**src/rtl/core/mfhd_pkg.sv**
```systemverilog
// shared types, constants and length rules of the mqtt fixed header deframer
`default_nettype none

package mfhd_pkg;

   localparam int MAX_LENGTH_BYTES = 4;
   localparam int LEN_W            = 28;
   localparam int PKT_SIZE_W       = 29;
   localparam int CSR_INDEX_W      = 2;
   localparam logic [LEN_W-1:0] CONNECT_MAX_LENGTH = 28'd100000;

   localparam logic [CSR_INDEX_W-1:0] CSR_BROKER_CHECKS   = 2'd0;
   localparam logic [CSR_INDEX_W-1:0] CSR_IS_BRIDGE       = 2'd1;
   localparam logic [CSR_INDEX_W-1:0] CSR_PROTOCOL_MQTT5  = 2'd2;
   localparam logic [CSR_INDEX_W-1:0] CSR_MAX_PACKET_SIZE = 2'd3;

   localparam logic [3:0] PKT_CONNECT    = 4'h1;
   localparam logic [3:0] PKT_PUBACK     = 4'h4;
   localparam logic [3:0] PKT_PUBREC     = 4'h5;
   localparam logic [3:0] PKT_PUBREL     = 4'h6;
   localparam logic [3:0] PKT_PUBCOMP    = 4'h7;
   localparam logic [3:0] PKT_UNSUBACK   = 4'hB;
   localparam logic [3:0] PKT_PINGREQ    = 4'hC;
   localparam logic [3:0] PKT_PINGRESP   = 4'hD;
   localparam logic [3:0] PKT_DISCONNECT = 4'hE;

   typedef enum logic [1:0] {
      ST_OK        = 2'd0,
      ST_PROTOCOL  = 2'd1,
      ST_MALFORMED = 2'd2,
      ST_OVERSIZE  = 2'd3
   } status_type;

   typedef enum logic [1:0] {
      PH_IDLE = 2'd0,
      PH_LEN  = 2'd1,
      PH_PAY  = 2'd2
   } phase_type;

   typedef struct packed {
      logic [7:0] data_byte;
      logic       session_new;
      logic       chunk_end;
   } req_type;

   typedef struct packed {
      status_type       status;
      logic [7:0]       payload_byte;
      logic             payload_valid;
      logic [LEN_W-1:0] payload_offset;
      logic [7:0]       command_byte;
      logic [LEN_W-1:0] packet_length;
      logic             header_done;
      logic             packet_done;
      logic             disconnect_too_large;
   } rsp_type;

   typedef struct packed {
      logic                  broker_checks;
      logic                  is_bridge;
      logic                  protocol_mqtt5;
      logic [PKT_SIZE_W-1:0] max_packet_size;
   } cfg_type;

   typedef struct packed {
      phase_type        phase;
      logic [7:0]       held_command;
      logic [LEN_W-1:0] length_accum;
      logic [2:0]       length_bytes_seen;
      logic [LEN_W-1:0] bytes_left;
      logic [LEN_W-1:0] payload_position;
   } state_type;

   // per-command remaining length rule, 1 means malformed
   function automatic logic length_rule(input logic [7:0] cmd, input logic [LEN_W-1:0] len,
                                        input logic mqtt5);
      logic bad;
      bad = 1'b0;
      case (cmd[7:4])
         PKT_CONNECT: bad = len > CONNECT_MAX_LENGTH;
         PKT_PUBACK, PKT_PUBREC, PKT_PUBREL, PKT_PUBCOMP, PKT_UNSUBACK:
            bad = !mqtt5 && (len != 28'd2);
         PKT_PINGREQ, PKT_PINGRESP: bad = len != '0;
         PKT_DISCONNECT: bad = !mqtt5 && (len != '0);
         default: bad = 1'b0;
      endcase
      return bad;
   endfunction

endpackage

`default_nettype wire

```
**src/rtl/core/mqtt_fixed_header_deframer.sv**
```systemverilog
// top level of the mqtt fixed header deframer: input stage, parser state, result stage
//
//   channel   direction  handshake               payload
//   req_      in         req_valid / req_ready   req_data (data byte, session_new, chunk_end)
//   rsp_      out        rsp_valid / rsp_ready   rsp_data (status, payload, header fields)
//   csr_      in         csr_write_enable        csr_index, csr_write_data
//
// one byte per cycle unless the result stalls; bytes pass input stage, then result stage
// the parser state advances as a byte moves from the input stage to the result stage
// a stalled result holds the pipe while the input stage still takes one more byte
// synchronous reset clears configuration, parser state and both valid flags
`default_nettype none

module mqtt_fixed_header_deframer (
   input  wire logic                             clock,
   input  wire logic                             reset,
   input  wire logic                             req_valid,
   output      logic                             req_ready,
   input  wire mfhd_pkg::req_type                req_data,
   output      logic                             rsp_valid,
   input  wire logic                             rsp_ready,
   output mfhd_pkg::rsp_type                     rsp_data,
   input  wire logic                             csr_write_enable,
   input  wire logic [mfhd_pkg::CSR_INDEX_W-1:0] csr_index,
   input  wire logic [mfhd_pkg::PKT_SIZE_W-1:0]  csr_write_data
);
   import mfhd_pkg::*;

   cfg_type   cfg;
   state_type state_ff;
   state_type state_in;
   rsp_type   res;
   req_type   in_data_ff;
   logic      in_valid_ff;
   rsp_type   rsp_data_ff;
   logic      rsp_valid_ff;
   logic      advance;

   mfhd_csr u_csr (
      .clock            (clock),
      .reset            (reset),
      .csr_write_enable (csr_write_enable),
      .csr_index        (csr_index),
      .csr_write_data   (csr_write_data),
      .cfg              (cfg)
   );

   mfhd_step u_step (
      .st      (state_ff),
      .cfg     (cfg),
      .item    (in_data_ff),
      .st_next (state_in),
      .res     (res)
   );

   assign advance   = in_valid_ff && (!rsp_valid_ff || rsp_ready);
   assign req_ready = !in_valid_ff || advance;

   always_ff @(posedge clock) begin
      if (reset) begin
         in_valid_ff  <= 1'b0;
         rsp_valid_ff <= 1'b0;
         state_ff     <= '0;
      end else begin
         if (req_ready) begin
            in_valid_ff <= req_valid;
         end
         if (advance) begin
            rsp_valid_ff <= 1'b1;
            state_ff     <= state_in;
         end else if (rsp_ready) begin
            rsp_valid_ff <= 1'b0;
         end
      end
   end

   always_ff @(posedge clock) begin
      if (req_ready && req_valid) begin
         in_data_ff <= req_data;
      end
      if (advance) begin
         rsp_data_ff <= res;
      end
   end

   assign rsp_valid = rsp_valid_ff;
   assign rsp_data  = rsp_data_ff;

   a_payload_ok : assert property (@(posedge clock) disable iff (reset)
      rsp_valid && rsp_data.payload_valid |-> rsp_data.status == ST_OK)
      else $error("payload transaction with error status");

   a_disc_oversize : assert property (@(posedge clock) disable iff (reset)
      rsp_valid && rsp_data.disconnect_too_large |-> rsp_data.status == ST_OVERSIZE)
      else $error("disconnect request without oversize status");

   a_header_ok : assert property (@(posedge clock) disable iff (reset)
      rsp_valid && rsp_data.header_done |-> rsp_data.status == ST_OK && !rsp_data.payload_valid)
      else $error("header completion with error or payload");

   a_pay_left : assert property (@(posedge clock) disable iff (reset)
      state_ff.phase == PH_PAY |-> state_ff.bytes_left != '0)
      else $error("payload phase with no bytes left");

   a_done_kind : assert property (@(posedge clock) disable iff (reset)
      rsp_valid && rsp_data.packet_done |-> rsp_data.header_done || rsp_data.payload_valid)
      else $error("packet end on neither header nor payload byte");

endmodule

`default_nettype wire

```
**src/rtl/core/mfhd_csr.sv**
```systemverilog
// configuration registers of the deframer
`default_nettype none

module mfhd_csr (
   input  wire logic                             clock,
   input  wire logic                             reset,
   input  wire logic                             csr_write_enable,
   input  wire logic [mfhd_pkg::CSR_INDEX_W-1:0] csr_index,
   input  wire logic [mfhd_pkg::PKT_SIZE_W-1:0]  csr_write_data,
   output mfhd_pkg::cfg_type                     cfg
);
   import mfhd_pkg::*;

   cfg_type cfg_ff;
   cfg_type cfg_in;

   always_comb begin
      cfg_in = cfg_ff;
      if (csr_write_enable) begin
         case (csr_index)
            CSR_BROKER_CHECKS:   cfg_in.broker_checks   = csr_write_data[0];
            CSR_IS_BRIDGE:       cfg_in.is_bridge       = csr_write_data[0];
            CSR_PROTOCOL_MQTT5:  cfg_in.protocol_mqtt5  = csr_write_data[0];
            CSR_MAX_PACKET_SIZE: cfg_in.max_packet_size = csr_write_data;
            default:             cfg_in = cfg_ff;
         endcase
      end
   end

   always_ff @(posedge clock) begin
      if (reset) begin
         cfg_ff <= '0;
      end else begin
         cfg_ff <= cfg_in;
      end
   end

   assign cfg = cfg_ff;

endmodule

`default_nettype wire

```
**src/rtl/core/mfhd_step.sv**
```systemverilog
// per-byte parse logic: next parser state and result for one byte
`default_nettype none

module mfhd_step (
   input  wire mfhd_pkg::state_type st,
   input  wire mfhd_pkg::cfg_type   cfg,
   input  wire mfhd_pkg::req_type   item,
   output mfhd_pkg::state_type      st_next,
   output mfhd_pkg::rsp_type        res
);
   import mfhd_pkg::*;

   logic [LEN_W-1:0]      group;
   logic [LEN_W-1:0]      accum;
   logic [PKT_SIZE_W-1:0] total;
   logic [LEN_W-1:0]      left;
   logic                  reject_first;

   // seven bit length group placed at its position
   always_comb begin
      case (st.length_bytes_seen[1:0])
         2'd0:    group = {21'd0, item.data_byte[6:0]};
         2'd1:    group = {14'd0, item.data_byte[6:0], 7'd0};
         2'd2:    group = {7'd0, item.data_byte[6:0], 14'd0};
         default: group = {item.data_byte[6:0], 21'd0};
      endcase
   end

   assign accum = st.length_accum + group;
   assign total = {1'b0, accum} + 29'd1;
   assign left  = st.bytes_left - 28'd1;
   assign reject_first = cfg.broker_checks && !cfg.is_bridge && item.session_new
                         && (item.data_byte[7:4] != PKT_CONNECT);

   always_comb begin
      st_next = st;
      res     = '0;
      res.status = ST_OK;
      case (st.phase)
         PH_LEN: begin
            res.command_byte = st.held_command;
            if (st.length_bytes_seen >= 3'(MAX_LENGTH_BYTES)) begin
               res.packet_length = st.length_accum;
               res.status        = ST_MALFORMED;
               st_next           = '0;
            end else begin
               st_next.length_accum      = accum;
               st_next.length_bytes_seen = st.length_bytes_seen + 3'd1;
               res.packet_length         = accum;
               if (!item.data_byte[7]) begin
                  if (cfg.broker_checks
                      && length_rule(st.held_command, accum, cfg.protocol_mqtt5)) begin
                     res.status = ST_MALFORMED;
                     st_next    = '0;
                  end else if (cfg.broker_checks && (cfg.max_packet_size != '0)
                               && (total > cfg.max_packet_size)) begin
                     res.status               = ST_OVERSIZE;
                     res.disconnect_too_large = cfg.protocol_mqtt5;
                     st_next                  = '0;
                  end else begin
                     res.header_done = 1'b1;
                     if (accum == '0) begin
                        res.packet_done = 1'b1;
                        st_next         = '0;
                     end else begin
                        st_next.bytes_left       = accum;
                        st_next.payload_position = '0;
                        st_next.phase            = PH_PAY;
                     end
                  end
               end
            end
         end
         PH_PAY: begin
            res.command_byte   = st.held_command;
            res.packet_length  = st.length_accum;
            res.payload_byte   = item.data_byte;
            res.payload_valid  = 1'b1;
            res.payload_offset = st.payload_position;
            st_next.payload_position = st.payload_position + 28'd1;
            st_next.bytes_left       = left;
            if (left == '0) begin
               res.packet_done = 1'b1;
               st_next         = '0;
            end
         end
         default: begin
            // idle; an unused phase code takes the same path but clears the held command on a rejected first byte
            res.command_byte = item.data_byte;
            st_next          = '0;
            st_next.held_command = st.held_command;
            if (reject_first) begin
               res.status = ST_PROTOCOL;
               if (st.phase != PH_IDLE) begin
                  st_next.held_command = '0;
               end
            end else begin
               st_next.held_command = item.data_byte;
               st_next.phase        = PH_LEN;
            end
         end
      endcase
   end

endmodule

`default_nettype wire
```
**config.mk**
```make
export PLATFORM = sky130hd
export DESIGN_NAME = mqtt_fixed_header_deframer
export DESIGN_NICKNAME = d
export VERILOG_FILES = /design/src/rtl/core/mfhd_pkg.sv /design/src/rtl/core/mqtt_fixed_header_deframer.sv /design/src/rtl/core/mfhd_csr.sv /design/src/rtl/core/mfhd_step.sv
export SDC_FILE = /design/constraint.sdc
export NUM_CORES = 1
export LEC_CHECK = 0
export BUFFER_PORTS_ARGS = -buffer_cell sky130_fd_sc_hd__buf_2
export CAP_MARGIN = 10
export CORE_MARGIN = 2
export CORE_UTILIZATION = 30
export DETAILED_ROUTE_END_ITERATION = 8
export SLEW_MARGIN = 10
export SYNTH_ARGS = -nofsm -noshare
export SYNTH_HDL_FRONTEND = slang
export SYNTH_SLANG_ARGS = --single-unit
```
**constraint.sdc**
```tcl
create_clock -name clock -period 16 [get_ports clock]
set_clock_uncertainty 0.15 [all_clocks]
set_input_delay 3.2 -clock clock [delete_from_list [all_inputs] [get_ports clock]]
set_output_delay 3.2 -clock clock [all_outputs]
set_load 0.01 [all_outputs]
```
# Yosys cells after proc, flatten, opt, wreduce, memory -nomap -nowiden

Index checks and enable logic that the tools add are counted.

Bits in registers: 218
Input port bits: 46
Output and inout port bits: 80
Logic and storage cells: 129

Add/subtract/negate cells: 5
Magnitude comparators: 3
Equality and inequality tests: 22
Muxes and demuxes: 37
Bitwise logic cells: 2
Reductions and logical operators: 37

Operators by type and width:

| cell                                                    | number |
|---|---|
| two-way mux 97 bit                                      | 5 |
| one-hot mux 97 bit (2 select lines)                     | 1 |
| one-hot mux 28 bit (3 select lines)                     | 1 |
| zero test 28 bit                                        | 2 |
| two-way mux 56 bit                                      | 1 |
| one-hot mux 28 bit (2 select lines)                     | 1 |
| two-way mux 39 bit                                      | 1 |
| adder 28 x 1 -> 29 bit (second input constant)          | 1 |
| > comparator 29 bit                                     | 1 |
| two-way mux 29 bit                                      | 1 |
| nonzero test 29 bit                                     | 1 |
| adder 28 x 1 -> 28 bit (second input constant)          | 1 |
| adder 28 bit                                            | 1 |
| > comparator 28 x 17 -> 1 bit (second input constant)   | 1 |
| two-way mux 28 bit                                      | 1 |
| inequality test 28 x 2 -> 1 bit (second input constant) | 1 |
| nonzero test 28 bit                                     | 1 |
| subtractor 28 x 1 -> 28 bit (second input constant)     | 1 |
| two-way mux 8 bit                                       | 3 |
| two-way mux 2 bit                                       | 9 |
| equality test 4 x 3 -> 1 bit (second input constant)    | 4 |
| equality test 4 bit (second input constant)             | 4 |
| AND reduction 2 bit                                     | 6 |
| logical AND 1 bit                                       | 10 |
| 24 further kinds                                        | 47 |

# Logic depth before layout (Yosys ltp)

Depth in word-level cells: 14
Depth in mapped cells: 28
Mapped depth without buffers: 27

# Cells and area by module

From an unflattened synthesis, not the netlist that was laid out.

Cells, all modules: 1878
Area total of the unflattened synthesis: 16049.1 um^2

By module, submodules not included:

| module                     | times used | cells an instance | area each (um^2) | sequential area each (um^2) |
|---|---|---|---|---|
| mfhd_step                  | 1          | 1221              | 7577.3           | 0.0 |
| mqtt_fixed_header_deframer | 1          | 518               | 7039.3           | 4624.4 |
| mfhd_csr                   | 1          | 139               | 1432.6           | 640.6 |

# Least setup slack after synthesis

OpenSTA, ideal clock, no wires.

Path type: input-to-reg
Start point: input port rsp_ready
End point: register state_ff[94] (netlist name)
Library setup time: 0.133 ns
Arrival time: 8.553 ns
Data required time: 15.717 ns
Setup slack: 7.164 ns
Stages: 6
Path buffers: 0
Path through: nor2b_1 > nor2b_1 > nand2_1 > a311o_1 > a31oi_2 > o21ai_0

Cells in the longest elaborated chain, start to end: 3

Ends and longest elaborated chain:

| what                                 | line                             | RTL |
|---|---|---|
| start, declared                      | mqtt_fixed_header_deframer.sv:21 | `input wire logic rsp_ready,` |
| logical OR 1 bit                     | mqtt_fixed_header_deframer.sv:56 | `assign advance = in_valid_ff && (!rsp_valid_ff \|\| rsp_ready);` |
| logical AND 1 bit                    | mqtt_fixed_header_deframer.sv:56 |  |
| net advance                          | mqtt_fixed_header_deframer.sv:37 | `logic advance;` |
| AND reduction 5 bit (no source line) | -                                |  |
| end signal, assigned                 | mqtt_fixed_header_deframer.sv:70 | `state_ff <= state_in;` |
| end, declared                        | mqtt_fixed_header_deframer.sv:30 | `state_type state_ff;` |

The timed path passes the listed nets, and every way through them passes these cells.
A chain may end at the register's enable or synchronous reset.

# Final worst setup path

Start point: register state_ff[56] (netlist name)
End point: register state_ff[28] (netlist name)

Cells in the longest elaborated chain, start to end: 14
Elaborated cells between the ends (all ways): 28
Those cells by class: 2 x add/sub; 3 x order compare; 4 x eq/ne; 11 x mux; 8 x reduce/logical

Ends and longest elaborated chain:

| what |
|---|
| branches (longest 14 deep; another with adder 28 x 1 -> 29 bit) |

Parallel ways; which one is timed is not known. The select of a mux whose other input is x is not followed.

==> flow_results.xml <==
<?xml version="1.0" encoding="UTF-8"?>
<metrics>
  <group name="logic_synthesis">
    <metric name="yosys_warnings" unit="">0</metric>
    <metric name="synthCells" unit="">1586</metric>
    <metric name="ys_seq_elements" unit="">218</metric>
    <metric name="postSynth.topFlopCell" unit="">sky130_fd_sc_hd__dfxtp_1</metric>
    <metric name="synth.lib_cells_used.distinct" unit="">98</metric>
    <metric name="synth.cell_area" unit="sq um">13540</metric>
    <metric name="syn_area_per_cell" unit="sq um">8.538</metric>
    <metric name="ys_async_sr_fraction" unit="%">0</metric>
    <metric name="synth-edff-count" unit="">87</metric>
    <metric name="synth-seq-area-share" unit="%">38.66</metric>
    <metric name="synth.net_count" unit="">1703</metric>
  </group>
  <group name="critical_path">
    <metric name="start_kind" unit="">flip-flop</metric>
    <metric name="path_class" unit="">flip-flop to flip-flop</metric>
    <metric name="worst_setup_end_kind" unit="">flip-flop</metric>
    <metric name="r2r-start" unit="">state_ff[56]</metric>
    <metric name="arr_time_crit_path" unit="ps">8950</metric>
    <metric name="r2r-end" unit="">state_ff[28]</metric>
    <metric name="worst_setup_path_endpoint" unit="">state_ff[28]</metric>
    <metric name="worst-r2r-cell-count" unit="">26</metric>
    <metric name="worstSetupStartpoint" unit="">state_ff[56]</metric>
    <metric name="worst_ep_required" unit="ps">16300</metric>
    <metric name="reg2reg_setup_slack" unit="ps">7350</metric>
    <metric name="critical_path_peak_fanout" unit="">25</metric>
  </group>
  <group name="timing">
    <metric name="period_share" unit="%">54.07</metric>
    <metric name="slew_viol_final" unit="">0</metric>
    <metric name="fmax" unit="MHz">115.6</metric>
    <metric name="period_minus_slack" unit="ps">8651</metric>
    <metric name="worst_pin_slew" unit="ps">1175</metric>
    <metric name="final_setup_violations" unit="">0</metric>
    <metric name="rsz0062_at_grt" unit="">no</metric>
    <metric name="hold_slack" unit="ps">322.2</metric>
    <metric name="final.setup.worst_slack" unit="ps">7349</metric>
    <metric name="hold_viol_final" unit="">0</metric>
    <metric name="timing.slew.headroom" unit="%">21.39</metric>
    <metric name="tns" unit="ps">0</metric>
  </group>
  <group name="global_route">
    <metric name="grt_max_degree" unit="">90</metric>
    <metric name="grt_util_all_layers" unit="%">17.59</metric>
    <metric name="grt_pass1_vias" unit="">11390</metric>
    <metric name="grt_first_pass_wirelength" unit="mm">65.81</metric>
    <metric name="total_congestion_overflow" unit="">0</metric>
    <metric name="antenna_violations_before_repair" unit="">3</metric>
  </group>
  <group name="place">
    <metric name="place_hpwl" unit="mm">30.80</metric>
    <metric name="port-buffer-count" unit="">124</metric>
    <metric name="post-place-cells" unit="">2231</metric>
    <metric name="globalplace.congestion" unit="">0.9206</metric>
    <metric name="placement.setup.worst_slack" unit="ps">7458</metric>
    <metric name="postPlaceCellArea" unit="sq um">14700</metric>
  </group>
  <group name="pwr">
    <metric name="power.leakage" unit="uW">0.005764</metric>
    <metric name="peakVddDrop" unit="mV">0.05445</metric>
    <metric name="pwr_density_cell" unit="nW/um^2">84.26</metric>
  </group>
  <group name="floorplan">
    <metric name="fp.dieArea" unit="sq um">46850</metric>
    <metric name="die_h" unit="microns">216.5</metric>
    <metric name="starting_density_of_the_core" unit="%">30.49</metric>
    <metric name="top_level_ports" unit="">126</metric>
    <metric name="floorplan.die.width" unit="microns">216.5</metric>
    <metric name="core_area" unit="sq um">44410</metric>
    <metric name="rows" unit="">77</metric>
  </group>
  <group name="detailed_routing">
    <metric name="routed-via-count" unit="">12400</metric>
    <metric name="detail-route-antenna-nets" unit="">0</metric>
    <metric name="post-route-drc-count" unit="">0</metric>
    <metric name="drt-initial-drc-count" unit="">1178</metric>
    <metric name="drt-vias-per-instance" unit="">5.436</metric>
    <metric name="dr.pass1.iters" unit="">5</metric>
    <metric name="wl_per_cell" unit="microns">18.57</metric>
    <metric name="totalWireLength" unit="mm">42.34</metric>
  </group>
  <group name="clock_network">
    <metric name="post-cts-setup-buffer-count" unit="">0</metric>
    <metric name="clock_latency" unit="ps">550</metric>
    <metric name="maximum_number_of_buffers_from_clock_root_to_sink" unit="">3</metric>
    <metric name="cts_tree" unit="">built</metric>
    <metric name="cts_root_buf" unit="">sky130_fd_sc_hd__clkbuf_16</metric>
    <metric name="post_cts_resize_count" unit="">0</metric>
    <metric name="htree_levels" unit="">1</metric>
    <metric name="clock_sinks" unit="">218</metric>
    <metric name="tritoncts.num_buffers" unit="">26</metric>
    <metric name="cts_hold_buffers" unit="">0</metric>
    <metric name="path_clk_slew" unit="ps">70</metric>
  </group>
  <group name="flow_run">
    <metric name="maxCapViolCount" unit="">0</metric>
  </group>
  <group name="cells_and_area">
    <metric name="areaGrowthSynthToFinish" unit="%">15.12</metric>
    <metric name="finish.cell_count_without_fillers" unit="">2280</metric>
    <metric name="final_layout_size_suffix_gt1_share" unit="%">14.40</metric>
    <metric name="final_design_area_no_fill" unit="sq um">15590</metric>
    <metric name="final_nets" unit="">1784</metric>
  </group>
  <group name="min_path">
    <metric name="hp-class" unit="">flip-flop to flip-flop</metric>
  </group>
  <group name="run_status">
    <metric name="status" unit="">finished clean</metric>
  </group>
</metrics>
## sequential cells by signal, indices dropped and copies added (netlist names)
signal,count
in_valid_ff,1
state_ff,97
rsp_data,78
in_data_ff,9
rsp_valid,1
u_csr.cfg,32
## final cells by class
class / count / area (sq um)
Antenna cell: 1 / 2.502
Fill cell: 4552 / 28830
Tap cell: 592 / 740.7
Inverter: 68 / 255.2
Sequential cell: 218 / 5235
Clock buffer: 31 / 689.4
Multi-Input combinational cell: 1209 / 7697
Clock inverter: 17 / 197.7
Timing Repair Buffer: 144 / 770.7
## metal layers
layer	up-vias	wire length, microns	track usage, %	share of wire [%]
met5	-	44	0	0.10
met4	6	1391	6.233	3.3
met2	406	18940	27.43	45
li1	5959	-	-	-
met3	86	2909	3.158	6.9
met1	5938	19060	24.37	45
## placed cells by master, fill, tap and decap left out, types with 8 or more instances in the layout
| cell type | netlist | routed |
|---|---|---|
| sky130_fd_sc_hd__xnor2_1 | 39 | 39 |
| sky130_fd_sc_hd__buf_4 | 2 | 20 |
| sky130_fd_sc_hd__a22oi_1 | 30 | 30 |
| sky130_fd_sc_hd__buf_2 | 15 | 124 |
| sky130_fd_sc_hd__ha_1 | 70 | 70 |
| sky130_fd_sc_hd__nand2b_1 | 11 | 11 |
| sky130_fd_sc_hd__nor2_1 | 136 | 135 |
| sky130_fd_sc_hd__nor3b_1 | 11 | 11 |
| sky130_fd_sc_hd__o22ai_1 | 23 | 23 |
| sky130_fd_sc_hd__o211ai_1 | 8 | 8 |
| sky130_fd_sc_hd__nor2b_1 | 13 | 12 |
| sky130_fd_sc_hd__nor3_1 | 35 | 35 |
| sky130_fd_sc_hd__xor2_1 | 11 | 11 |
| sky130_fd_sc_hd__dfxtp_1 | 131 | 131 |
| sky130_fd_sc_hd__edfxtp_1 | 87 | 87 |
| sky130_fd_sc_hd__o21ai_0 | 80 | 80 |
| sky130_fd_sc_hd__nand4_1 | 23 | 23 |
| sky130_fd_sc_hd__inv_1 | 66 | 66 |
| sky130_fd_sc_hd__a211o_1 | 8 | 8 |
| sky130_fd_sc_hd__o31ai_1 | 31 | 31 |
| sky130_fd_sc_hd__clkbuf_16 | 0 | 26 |
| sky130_fd_sc_hd__a211oi_1 | 15 | 15 |
| sky130_fd_sc_hd__and3_1 | 20 | 20 |
| sky130_fd_sc_hd__a21o_1 | 16 | 16 |
| sky130_fd_sc_hd__and2_1 | 75 | 75 |
| sky130_fd_sc_hd__o32ai_1 | 9 | 9 |
| sky130_fd_sc_hd__nand2_1 | 205 | 204 |
| sky130_fd_sc_hd__or3_1 | 11 | 11 |
| sky130_fd_sc_hd__a21oi_1 | 114 | 113 |
| sky130_fd_sc_hd__o21a_1 | 10 | 10 |
| sky130_fd_sc_hd__nand3_1 | 34 | 34 |
| sky130_fd_sc_hd__nor4_1 | 30 | 30 |
## worst min-delay path by stage
stage / startpoint / endpoint / slack (ps) / cells past startpoint
global placement: state_ff[87] / state_ff[87] / 310 / 2
CTS: u_csr.cfg[28] / u_csr.cfg[28] / 320 / 2
finish: u_csr.cfg[28] / u_csr.cfg[28] / 320 / 2
global route: u_csr.cfg[25] / u_csr.cfg[25] / 340 / 2
floorplan: state_ff[27] / state_ff[27] / 290 / 1
detailed placement: u_csr.cfg[28] / u_csr.cfg[28] / 320 / 2
## through the flow
stage | power (uW) | util [%]
floorplan | 675.7 | -
global placement | 713.4 | 33.09
detailed placement | 714.9 | 33.09
CTS | 1328 | 35.09
global route | 1363 | 35.09
finish | 1313 | 35.10
## where the power goes
| group | switching (uW) | internal, uW |
|---|---|---|
| logic | 67.8 | 33.1 |
| clock network | 249 | 361 |
| registers | 10.2 | 592 |
| total | 327 | 987 |
## worst max-delay path, cell delays in order (launching register included)
cell and delay, ps:
sky130_fd_sc_hd__dfxtp_1 360, sky130_fd_sc_hd__ha_1 330, sky130_fd_sc_hd__nor2b_1 380, sky130_fd_sc_hd__and2_1 190, sky130_fd_sc_hd__ha_1 200, sky130_fd_sc_hd__inv_1 70, sky130_fd_sc_hd__fa_1 450, sky130_fd_sc_hd__nand2b_1 200
sky130_fd_sc_hd__a21o_2 280, sky130_fd_sc_hd__a21oi_1 250, sky130_fd_sc_hd__xor2_1 630, sky130_fd_sc_hd__nand4b_1 320, sky130_fd_sc_hd__nor4_1 640, sky130_fd_sc_hd__nand4_1 210, sky130_fd_sc_hd__nor2_1 220, sky130_fd_sc_hd__and2_1 260
sky130_fd_sc_hd__or3b_2 490, sky130_fd_sc_hd__xnor2_1 150, sky130_fd_sc_hd__ha_1 340, sky130_fd_sc_hd__a21o_1 160, sky130_fd_sc_hd__a21o_1 170, sky130_fd_sc_hd__a21oi_1 130, sky130_fd_sc_hd__o21ai_0 130, sky130_fd_sc_hd__o21a_1 330
sky130_fd_sc_hd__a2111oi_4 610, sky130_fd_sc_hd__nand4_4 510, sky130_fd_sc_hd__o32ai_1 380
## cell families after synthesis
| family | count (synthesis) | synth area share [%] |
|---|---|---|
| xor gates and xnor gates | 51 | 3.354 |
| adders and majority gates | 71 | 6.616 |
| muxes | 9 | 0.6837 |
| AOI/OAI and AO/OA | 428 | 21.88 |
| and+or+nand+nor | 650 | 24.08 |
| DFF | 218 | 38.66 |
| buffers and inverters | 159 | 4.731 |
## synthesized netlist by cell type, drive strengths merged (19+ instances only)
library cell,number,share of area [%]
and3,21,1.0
and2,75,3.5
nor3,36,1.4
nand2,205,5.7
nor4,32,1.6
a211oi,19,1.2
xnor2,39,2.5
dfxtp,131,19
nand4,24,1.2
ha,70,6.5
a21oi,120,4.8
o21ai,85,3.3
inv,68,1.9
buf,26,1.0
nand3,34,1.3
a22oi,31,1.8
nor2,136,3.8
clkbuf,65,1.8
edfxtp,87,19
o31ai,33,2.0
o22ai,24,1.2
Note: power is estimated with default switching activity, not from simulation.
